==> src/sv/lcfr_pkg.sv <==
package lcfr_pkg;

  localparam int unsigned PayloadSlotsDefault = 5;
  localparam int unsigned DataBytes = 4;
  localparam logic [7:0] SumComplement = 8'hff;

  typedef enum logic [1:0] {
    StOk      = 2'd0,
    StBadSum  = 2'd1,
    StTooLong = 2'd2,
    StEmpty   = 2'd3
  } frame_status_e;

  typedef struct packed {
    logic                      valid;
    logic [7:0]                data;
  } rx_req_t;

  typedef struct packed {
    frame_status_e             status;
    logic [7:0]                command;
    logic [DataBytes-1:0][7:0] data;
    logic [7:0]                count;
  } frame_res_t;

endpackage

==> src/sv/length_checksum_frame_receiver.sv <==
// Length-prefixed frame receiver with a ones-complement-of-sum checksum.
// Input channel (rx_valid_i, rx_stall_o, rx_byte_i): one received byte per
// request. A frame is a length byte L, L-1 payload bytes (command first, then
// data) and a checksum byte equal to 0xff minus the 8-bit payload sum.
// Output channel (res_valid_o, res_stall_i, fields): one result per frame,
// carrying status, command, four data bytes and the payload count.
// Throughput: one byte per cycle, sustained, while the output is taken.
// A closing byte is accepted into the input register; the frame state and
// that byte then form the result, which is loaded into the result register
// once it is free, and res_valid_o is driven from the result register.
// Bytes that close no frame pass even while a result waits on a stall; a byte
// that closes a frame waits in the input register until the result register
// frees, and rx_stall_o is high while it waits.
// Reset (rst_ni low, asynchronous) empties both registers and returns the
// parser to awaiting a length byte; payload storage is not cleared.
module length_checksum_frame_receiver import lcfr_pkg::*; #(
  parameter int unsigned PAYLOAD_SLOTS = PayloadSlotsDefault
) (
  input  logic       clk_i,
  input  logic       rst_ni,
  input  logic       rx_valid_i,
  output logic       rx_stall_o,
  input  logic [7:0] rx_byte_i,
  output logic       res_valid_o,
  input  logic       res_stall_i,
  output logic [1:0] frame_status_o,
  output logic [7:0] command_code_o,
  output logic [7:0] data_byte_one_o,
  output logic [7:0] data_byte_two_o,
  output logic [7:0] data_byte_three_o,
  output logic [7:0] data_byte_four_o,
  output logic [7:0] payload_count_o
);

  rx_req_t    req;
  logic       take;
  logic       res_load;
  logic       res_ready;
  frame_res_t res_next;
  frame_res_t res;

  lcfr_in_reg u_in_reg (
    .clk_i      (clk_i),
    .rst_ni     (rst_ni),
    .rx_valid_i (rx_valid_i),
    .rx_byte_i  (rx_byte_i),
    .rx_stall_o (rx_stall_o),
    .take_i     (take),
    .req_o      (req)
  );

  lcfr_parser #(
    .PAYLOAD_SLOTS (PAYLOAD_SLOTS)
  ) u_parser (
    .clk_i       (clk_i),
    .rst_ni      (rst_ni),
    .req_i       (req),
    .res_ready_i (res_ready),
    .take_o      (take),
    .res_load_o  (res_load),
    .res_o       (res_next)
  );

  lcfr_out_reg u_out_reg (
    .clk_i       (clk_i),
    .rst_ni      (rst_ni),
    .load_i      (res_load),
    .res_i       (res_next),
    .res_stall_i (res_stall_i),
    .ready_o     (res_ready),
    .res_valid_o (res_valid_o),
    .res_o       (res)
  );

  assign frame_status_o    = res.status;
  assign command_code_o    = res.command;
  assign data_byte_one_o   = res.data[0];
  assign data_byte_two_o   = res.data[1];
  assign data_byte_three_o = res.data[2];
  assign data_byte_four_o  = res.data[3];
  assign payload_count_o   = res.count;

endmodule

==> src/sv/lcfr_in_reg.sv <==
module lcfr_in_reg import lcfr_pkg::*; (
  input  logic       clk_i,
  input  logic       rst_ni,
  input  logic       rx_valid_i,
  input  logic [7:0] rx_byte_i,
  output logic       rx_stall_o,
  input  logic       take_i,
  output rx_req_t    req_o
);

  logic       valid_q, valid_d;
  logic [7:0] data_q;
  logic       load;

  assign rx_stall_o = valid_q && !take_i;
  assign load       = rx_valid_i && !rx_stall_o;
  assign valid_d    = rx_stall_o ? valid_q : rx_valid_i;

  always_ff @(posedge clk_i or negedge rst_ni) begin
    if (!rst_ni) begin
      valid_q <= 1'b0;
    end else begin
      valid_q <= valid_d;
    end
  end

  always_ff @(posedge clk_i) begin
    if (load) begin
      data_q <= rx_byte_i;
    end
  end

  assign req_o.valid = valid_q;
  assign req_o.data  = data_q;

endmodule

==> src/sv/lcfr_parser.sv <==
module lcfr_parser import lcfr_pkg::*; #(
  parameter int unsigned PAYLOAD_SLOTS = PayloadSlotsDefault
) (
  input  logic       clk_i,
  input  logic       rst_ni,
  input  rx_req_t    req_i,
  input  logic       res_ready_i,
  output logic       take_o,
  output logic       res_load_o,
  output frame_res_t res_o
);

  localparam int unsigned SlotW = (PAYLOAD_SLOTS > 1) ? $clog2(PAYLOAD_SLOTS) : 1;
  localparam logic [7:0] Slots = 8'(PAYLOAD_SLOTS);

  logic [7:0] pos_q, pos_d;
  logic [7:0] len_q, len_d;
  logic [7:0] sum_q, sum_d;
  logic [7:0] store_q [PAYLOAD_SLOTS];

  logic       is_len, is_body, emits;
  logic [7:0] body_idx;
  logic [7:0] count;
  logic [7:0] expect_sum;
  logic [DataBytes:0][7:0] slot_val;
  frame_status_e status;

  assign is_len     = (pos_q == 8'd0);
  assign is_body    = !is_len && (pos_q < len_q);
  assign emits      = is_len ? (req_i.data == 8'd0) : !is_body;
  assign take_o     = req_i.valid && (!emits || res_ready_i);
  assign res_load_o = req_i.valid && emits && res_ready_i;

  assign body_idx   = pos_q - 8'd1;
  assign count      = is_len ? 8'd0 : (len_q - 8'd1);
  assign expect_sum = SumComplement - sum_q;

  for (genvar k = 0; k <= DataBytes; k++) begin : g_slot
    if (k < PAYLOAD_SLOTS) begin : g_have
      assign slot_val[k] = (8'(k) < count) ? store_q[k] : 8'd0;
    end else begin : g_none
      assign slot_val[k] = 8'd0;
    end
  end

  always_comb begin
    if (is_len || len_q < 8'd2) begin
      status = StEmpty;
    end else if (count > Slots) begin
      status = StTooLong;
    end else if (expect_sum != req_i.data) begin
      status = StBadSum;
    end else begin
      status = StOk;
    end
  end

  always_comb begin
    res_o.status  = status;
    res_o.count   = count;
    res_o.command = (status == StEmpty) ? 8'd0 : slot_val[0];
    for (int k = 0; k < DataBytes; k++) begin
      res_o.data[k] = (status == StEmpty) ? 8'd0 : slot_val[k+1];
    end
  end

  always_comb begin
    pos_d = pos_q;
    len_d = len_q;
    sum_d = sum_q;
    if (take_o) begin
      if (is_len) begin
        len_d = req_i.data;
        sum_d = 8'd0;
        pos_d = (req_i.data == 8'd0) ? 8'd0 : 8'd1;
      end else if (is_body) begin
        sum_d = sum_q + req_i.data;
        pos_d = pos_q + 8'd1;
      end else begin
        pos_d = 8'd0;
        sum_d = 8'd0;
      end
    end
  end

  always_ff @(posedge clk_i or negedge rst_ni) begin
    if (!rst_ni) begin
      pos_q <= 8'd0;
      len_q <= 8'd0;
      sum_q <= 8'd0;
    end else begin
      pos_q <= pos_d;
      len_q <= len_d;
      sum_q <= sum_d;
    end
  end

  always_ff @(posedge clk_i) begin
    if (take_o && is_body && body_idx < Slots) begin
      store_q[body_idx[SlotW-1:0]] <= req_i.data;
    end
  end

endmodule

==> src/sv/lcfr_out_reg.sv <==
module lcfr_out_reg import lcfr_pkg::*; (
  input  logic       clk_i,
  input  logic       rst_ni,
  input  logic       load_i,
  input  frame_res_t res_i,
  input  logic       res_stall_i,
  output logic       ready_o,
  output logic       res_valid_o,
  output frame_res_t res_o
);

  logic       valid_q, valid_d;
  frame_res_t res_q;

  assign ready_o = !valid_q || !res_stall_i;

  always_comb begin
    valid_d = valid_q;
    if (load_i) begin
      valid_d = 1'b1;
    end else if (!res_stall_i) begin
      valid_d = 1'b0;
    end
  end

  always_ff @(posedge clk_i or negedge rst_ni) begin
    if (!rst_ni) begin
      valid_q <= 1'b0;
    end else begin
      valid_q <= valid_d;
    end
  end

  always_ff @(posedge clk_i) begin
    if (load_i) begin
      res_q <= res_i;
    end
  end

  assign res_valid_o = valid_q;
  assign res_o       = res_q;

endmodule

==> config.mk <==
export PLATFORM = sky130hd
export DESIGN_NAME = length_checksum_frame_receiver
export DESIGN_NICKNAME = d
export VERILOG_FILES = /design/src/sv/lcfr_pkg.sv /design/src/sv/length_checksum_frame_receiver.sv /design/src/sv/lcfr_in_reg.sv /design/src/sv/lcfr_parser.sv /design/src/sv/lcfr_out_reg.sv
export SDC_FILE = /design/constraint.sdc
export NUM_CORES = 1
export LEC_CHECK = 0
export BUFFER_PORTS_ARGS = -buffer_cell sky130_fd_sc_hd__clkbuf_2
export CAP_MARGIN = 20
export CORE_ASPECT_RATIO = 1.75
export CORE_MARGIN = 2
export CORE_UTILIZATION = 55
export CTS_CLUSTER_DIAMETER = 150
export DETAILED_ROUTE_END_ITERATION = 10
export PLACE_DENSITY = 0.8
export SLEW_MARGIN = 20
export SYNTH_ARGS = -nofsm -noshare
export SYNTH_HDL_FRONTEND = slang
export SYNTH_SLANG_ARGS = --single-unit
==> constraint.sdc <==
create_clock -name clk_i -period 11 [get_ports clk_i]
set_clock_uncertainty 0.15 [all_clocks]
set_input_delay 1.65 -clock clk_i [delete_from_list [all_inputs] [get_ports clk_i]]
set_output_delay 1.65 -clock clk_i [all_outputs]
set_load 0.005 [all_outputs]
Word-level counts from Yosys, hierarchy flattened --
Memories as Yosys holds them, arrays and structs flattened. A register that Yosys moved wholly into a read port is not among the register bits. Index checks and enable logic that the tools add are counted.
Word-level totals: output and inout port bits 52, word-level logic and storage cells 71, register bits 44, input port bits 12, memory bits (writable) 40, memories 1
Memories:
- u_parser.store_q | depth 5, width 8, read ports 5, clocked after memory_dff 5, write ports 1, RTL line lcfr_parser.sv:19 | logic [7:0] store_q [PAYLOAD_SLOTS];
Operators by class: bitwise operators 5, equality and inequality tests 3, add/subtract/negate cells 5, mux-type cells 14, reductions and logical operators 26, order comparisons 9
Operator list (number):
- $mux 8 | 5
- $logic_not 8->1 | 2
- $lt 1x8->1 const A | 2
- $lt 2x8->1 const A | 2
- $sub 8x1->8 const B | 2
- $reduce_or 2->1 | 5
- $add 8x1->8 const B | 1
- $add 8x8->8 | 1
- $gt 8x3->1 const B | 1
- $logic_and 1x1->1 | 8
- $lt 3x8->1 const A | 1
- $lt 8x2->1 const B | 1
- $lt 8x3->1 const B | 1
- $lt 8x8->1 | 1
- $ne 8x8->1 | 1
- $sub 8x8->8 const A | 1
- $logic_not 1->1 | 7
- $mux 1 | 7
- $not 1->1 | 5
- $mux 2 | 2
- $logic_or 1x1->1 | 3
- $eq 2x2->1 const B | 1
- $ne 2x1->1 const B | 1
- $reduce_and 2->1 | 1

Longest topological paths before layout --
word-level depth 12, gate-level depth with buffers 9, mapped depth without buffers 8

Modules after synthesis --
A second synthesis with hierarchy kept.
Unflattened totals: cells, all modules 387, area, all modules 5490.3 um2
Modules (own cells, without submodules):
- lcfr_parser | cells an instance 320, instances 1, area each 3647.2 um2, seq. area each 1801.7 um2
- lcfr_out_reg | cells an instance 53, instances 1, area each 1537.7 um2, seq. area each 1526.5 um2
- lcfr_in_reg | cells an instance 14, instances 1, area each 305.3 um2, seq. area each 265.3 um2

Worst setup path before layout --
OpenSTA, ideal clock, no wires.
path kind in2reg, start input res_stall_i, end register u_out_reg.res_q, in the netlist u_out_reg.res_o[0] (enable), setup slack 618 ps, data required time 10124 ps, stages 1, data arrival time 9506 ps, buffers on the path 0, path through a2111oi_0
On the way: longest elaborated chain between the ends 3
RTL lines:
- start, declared | RTL line length_checksum_frame_receiver.sv:25 | input logic res_stall_i,
- $logic_not 1->1 | RTL line lcfr_out_reg.sv:15 | assign ready_o = !valid_q || !res_stall_i;
- $logic_or 1x1->1 | RTL line lcfr_out_reg.sv:15
- $logic_and 1x1->1 | RTL line lcfr_parser.sv:32 | assign res_load_o = req_i.valid && emits && res_ready_i;
- end signal, assigned | RTL line lcfr_out_reg.sv:36 | res_q <= res_i;
- end, declared | RTL line lcfr_out_reg.sv:13 | frame_res_t res_q;
No other way between the ends. A chain may end at the register's enable or synchronous reset.

Final worst setup path --
start register u_parser.len_q[6], end output rx_stall_o
On the way: longest elaborated chain between the ends 9
RTL lines:
- start, declared | RTL line lcfr_parser.sv:17 | logic [7:0] len_q, len_d;
- start signal, assigned | RTL line lcfr_parser.sv:93 | len_q <= len_d;
- $lt 8x8->1 | RTL line lcfr_parser.sv:29 | assign is_body = !is_len && (pos_q < len_q);
- $logic_and 1x1->1 | RTL line lcfr_parser.sv:29
- $logic_not 1->1 | RTL line lcfr_parser.sv:30 | assign emits = is_len ? (req_i.data == 8'd0) : !is_body;
- $mux 1 | RTL line lcfr_parser.sv:30
- $logic_not 1->1 | RTL line lcfr_parser.sv:31 | assign take_o = req_i.valid && (!emits || res_ready_i);
- $logic_or 1x1->1 | RTL line lcfr_parser.sv:31
- $logic_and 1x1->1 | RTL line lcfr_parser.sv:31
- $logic_not 1->1 | RTL line lcfr_in_reg.sv:15 | assign rx_stall_o = valid_q && !take_i;
- $logic_and 1x1->1 | RTL line lcfr_in_reg.sv:15
- end, declared | RTL line length_checksum_frame_receiver.sv:22 | output logic rx_stall_o,
No other way between the ends.

==> key figures <==
Timing
  • Crit path time final: 4310 ps
  • Final count of pins violating max slew: 0
  • Highest clock rate: 232 MHz
  • RSZ-0062 raised after global routing: false
  • Hold Fails Final Rpt: 0
  • Max-slew headroom: 32.8%
  • Fin Setup TNS: 0 ps
  • Final cycle utilization of the critical path: 39.1%
  • Worst-Margin Slew: 1010 ps
  • Final count of negative-setup-slack endpoints: 0

Layout
  • Fraction of final layout cells sized beyond drive strength 1: 26.8%
  • Area added between synthesis and finish: 20.3%
  • Layout net count: 485
  • Number of diodes added for antenna fixing: 0

Clock tree
  • Insertion delay of the later-clocked pin in the worst-skew pair: 410 ps
  • Number of levels in the clock H-tree: 4
  • Post-CTS Resized: 0
  • Clock buffers created by TritonCTS: 17
  • Buffer type at the clock tree root: sky130_fd_sc_hd__clkbuf_16
  • Clock-pin slew reported for the worst setup and hold paths after clock tree synthesis: 50 ps
  • TritonCTS clock tree: built
  • Total of hold buffers inserted after clock tree synthesis: 0
  • # clock sinks: 124
  • Post-CTS repair timing setup buffer count: 0
  • Maximum clock path buffer count: 2

Synth
  • Dominant combinational cell family by area after synthesis: simple AND/OR/NAND/NOR gates
  • Share of synthesized area occupied by flip-flops and latches: 65.7%
  • Adder and majority gate portion of the synthesized area: 4.72%
  • Cell type contributing the most total cell area after synthesis: sky130_fd_sc_hd__edfxtp_1
  • Post-synthesis instance area: 5470 sq um
  • Compound-gate portion of the synthesized area: 8.70%
  • Parity-gate share of the synthesized area counting xor and xnor cells: 2.24%
  • Post-synthesis mux area share: 2.11%
  • Synth top area cells: sky130_fd_sc_hd__edfxtp_1 (54%), sky130_fd_sc_hd__dfrtp_1 (12%), sky130_fd_sc_hd__and2_1 (4.7%), sky130_fd_sc_hd__ha_1 (4.3%), sky130_fd_sc_hd__mux2_4 (1.9%)
  • Async set or reset register ratio after synthesis: 21.0%
  • Share of synthesized cell area in and, or, nand and nor gates: 14.1%
  • Synthesized net count: 411
  • Most used flip-flop cell after synthesis: sky130_fd_sc_hd__edfxtp_1
  • Post-synth top area share: 53.8%
  • Synthesized instance count: 379
  • Number of distinct library cells after synthesis: 63
  • Post-synth EDFFs: 98
  • Warnings from Yosys: 0
  • Average size of a mapped cell: 14.4 sq um
  • Synthesis-stage register bit count: 124

Worst setup path
  • Worst EP required: 9200 ps
  • Type of element capturing the critical path: output port
  • Stage delay of the slowest cell on the critical path: 440 ps
  • Data arrival time of the critical path: 2510 ps
  • Startpoint Class: register
  • Buffer and inverter count on the worst path: 2
  • Most repeated library cell on the critical path: sky130_fd_sc_hd__a21oi_1
  • Worst setup path class: register to output port
  • Largest driver fanout on the critical path: 5
  • Kind of cell adding the most delay to the critical path: compound AO/OA/AOI/OAI gates
  • Critical path, cell by cell: inv_1, ha_1, a21o_1, a21oi_1, nand3_2, a21oi_1, nor4_1, clkbuf_2
  • Master of the slowest instance on the critical path: sky130_fd_sc_hd__dfrtp_1

Drt
  • DRT Wirelength: 10600 microns
  • Total number of vias: 3355
  • Via-per-instance ratio: 5.68
  • Routed length per instance: 17.9 microns
  • Router iterations before antenna repair: 4
  • Remaining number of nets flagged by the antenna check after routing: 0
  • Post-route DRC violation count: 0
  • Drt initial violations: 222

Global route
  • Total routing resource utilization after global routing: 21.4%
  • Via count of the first global-routing pass: 3316
  • GRT Residual Overflow: 0
  • Number of antenna violations at the first check in global routing: 0
  • Met2 usage in global routing: 38.5%
  • Maximum number of pins on one net before global-route repair: 51
  • Global-route wire length before repair: 16900 microns
  • Busiest layer in global routing: met2
  • Met3 track demand over resource in global routing: 4.18%
  • Grt met1 use: 23.2%

Pwr
  • Combinational power share: 31.7%
  • Clock share of power: 31.2%
  • Pwr per Cell Area: 305 nW/um^2
  • Overall power: 0.00201 W
  • Fraction of power consumed by sequential logic: 37.1%
  • Internal portion of total power: 0.00136 W
  • Switching part of the total: 32.1%
  • Net load switching power: 0.000643 W
  • Leakage power summed over all cells: 2.68 nW
  • IR drop worst, VDD: 239 uV

Placed design
  • Half-perimeter wire length of the detailed placement result: 6940 microns
  • Global placer's final weighted congestion: 0.944
  • IO buf count: 63

Floorplan
  • Core Rows: 48
  • Initial standard-cell utilization of the core: 55.8%
  • Die area: 10800 sq um
  • Boundary pin count: 64
  • Die extent in y: 136 microns
  • Overall die width: 79.4 microns
  • Core Area: 9790 sq um

Job
  • Number of violations of the max-capacitance limit: 0

Hold path
  • Worst min path class: register to register

Status
  • Result of the run: finished clean
==> final timing paths <==
kind | endpoint | start | slack, ps | cells past startpoint
setup reg to reg | u_parser.store_q[1][0]$_DFFE_PP_ | u_parser.len_q[6]$_DFFE_PN0P_ | 7490 | 8
setup / recovery | rx_stall_o | u_parser.len_q[6]$_DFFE_PN0P_ | 6690 | 8
hold / removal | u_parser.sum_q[4]$_DFFE_PN0N_ | u_parser.sum_q[4]$_DFFE_PN0N_ | 360 | 1
min in group asynchronous | u_parser.len_q[2]$_DFFE_PN0P_ | rst_ni | 1120 | 1
max in group asynchronous | u_parser.pos_q[0]$_DFFE_PN0N_ | rst_ni | 9110 | 1
hold reg to reg | u_parser.sum_q[4]$_DFFE_PN0N_ | u_parser.sum_q[4]$_DFFE_PN0N_ | 360 | 1
==> flip-flops by register name, indices dropped and copies added (netlist names) <==
name,count
u_parser.sum_q,8
u_parser.store_q,40
u_parser.pos_q,8
u_in_reg.data_q,8
u_parser.len_q,8
u_out_reg.res_o,50
u_in_reg.valid_q,1
u_out_reg.res_valid_o,1
==> cell usage in the layout (no fill, tap or decap), types with 8 or more instances in the layout <==
cell / count
sky130_fd_sc_hd__edfxtp_1: 98
sky130_fd_sc_hd__clkbuf_2: 63
sky130_fd_sc_hd__and2_1: 41
sky130_fd_sc_hd__dfrtp_1: 26
sky130_fd_sc_hd__ha_1: 19
sky130_fd_sc_hd__clkbuf_16: 17
sky130_fd_sc_hd__inv_1: 16
sky130_fd_sc_hd__nor2_1: 13
sky130_fd_sc_hd__nor3_1: 13
sky130_fd_sc_hd__nand3_1: 12
sky130_fd_sc_hd__xnor2_1: 10
sky130_fd_sc_hd__a22o_1: 8
==> stage by stage <==
| stage | area (sq um) | utilization [%] | setup slack [ps] | instances | hold WS [ps] |
|---|---|---|---|---|---|
| 2_1_floorplan | 5470 | - | 618 | 379 | 320 |
| 3_3_place_gp | 5900 | 60.2 | 6800 | 559 | 339 |
| 3_5_place_dp | 5900 | 60.2 | 6750 | 559 | 346 |
| 4_1_cts | 6560 | 67.1 | 6710 | 591 | 363 |
| 5_1_grt | 6570 | 67.2 | 6540 | 591 | 377 |
| 6_report | 6570 | 67.2 | 6690 | 591 | 359 |
==> metal layers <==
metal	vias up	wire [microns]	part of all wire (%)
li1	1581	-	-
met1	1630	3840	36
met2	123	5890	56
met3	21	553	5.2
met4	0	297	2.8
met5	-	0	0
==> cell families after synthesis <==
kind of cell | after synthesis
DFF | 124
adders and majority gates | 20
and+or+nand+nor | 127
xor gates and xnor gates | 14
muxes | 8
AOI/OAI and AO/OA | 59
buffers and inverters | 27
==> layout make-up <==
class / count / area, sq um
Clock buffer: 17 / 425
Inverter: 17 / 63.8
Sequential cell: 124 / 3590
Fill cell: 656 / 3220
Timing Repair Buffer: 65 / 330
Tap cell: 125 / 156
Multi-Input combinational cell: 228 / 1760
Clock inverter: 15 / 243
==> cells in the mapped netlist, types with 2 or more instances <==
| cell type | instances |
|---|---|
| sky130_fd_sc_hd__a21o_1 | 3 |
| sky130_fd_sc_hd__a211o_1 | 7 |
| sky130_fd_sc_hd__nor2b_1 | 2 |
| sky130_fd_sc_hd__xor2_1 | 4 |
| sky130_fd_sc_hd__o21ai_0 | 6 |
| sky130_fd_sc_hd__nor3b_1 | 2 |
| sky130_fd_sc_hd__nor3_1 | 15 |
| sky130_fd_sc_hd__nor2_1 | 13 |
| sky130_fd_sc_hd__a21oi_2 | 3 |
| sky130_fd_sc_hd__buf_2 | 4 |
| sky130_fd_sc_hd__nand2b_1 | 2 |
| sky130_fd_sc_hd__buf_6 | 3 |
| sky130_fd_sc_hd__dfrtp_1 | 26 |
| sky130_fd_sc_hd__ha_1 | 19 |
| sky130_fd_sc_hd__mux2_4 | 7 |
| sky130_fd_sc_hd__or2_2 | 3 |
| sky130_fd_sc_hd__xnor2_1 | 10 |
| sky130_fd_sc_hd__nand2_1 | 7 |
| sky130_fd_sc_hd__nand4_1 | 3 |
| sky130_fd_sc_hd__nand3_1 | 12 |
| sky130_fd_sc_hd__nor4_1 | 4 |
| sky130_fd_sc_hd__a2111oi_0 | 2 |
| sky130_fd_sc_hd__and4_1 | 2 |
| sky130_fd_sc_hd__clkbuf_1 | 2 |
| sky130_fd_sc_hd__o31ai_1 | 3 |
| sky130_fd_sc_hd__or2_1 | 4 |
| sky130_fd_sc_hd__o21bai_1 | 2 |
| sky130_fd_sc_hd__a41o_1 | 2 |
| sky130_fd_sc_hd__inv_1 | 16 |
| sky130_fd_sc_hd__and2_1 | 41 |
| sky130_fd_sc_hd__a22o_1 | 8 |
| sky130_fd_sc_hd__o311a_1 | 2 |
| sky130_fd_sc_hd__a21oi_1 | 7 |
| sky130_fd_sc_hd__and3_1 | 6 |
| sky130_fd_sc_hd__or3_1 | 2 |
| sky130_fd_sc_hd__edfxtp_1 | 98 |
==> power groups by stage <==
stage | sequential [W] | combinational [W] | clock [W]
2_1_floorplan | 0.000746 | 0.000471 | 0
3_3_place_gp | 0.000745 | 0.000602 | 0
3_5_place_dp | 0.000750 | 0.000622 | 0
4_1_cts | 0.000744 | 0.000639 | 0.000633
5_1_grt | 0.000757 | 0.000710 | 0.000655
6_report | 0.000745 | 0.000636 | 0.000627
Power figures use the tool's default switching activity.
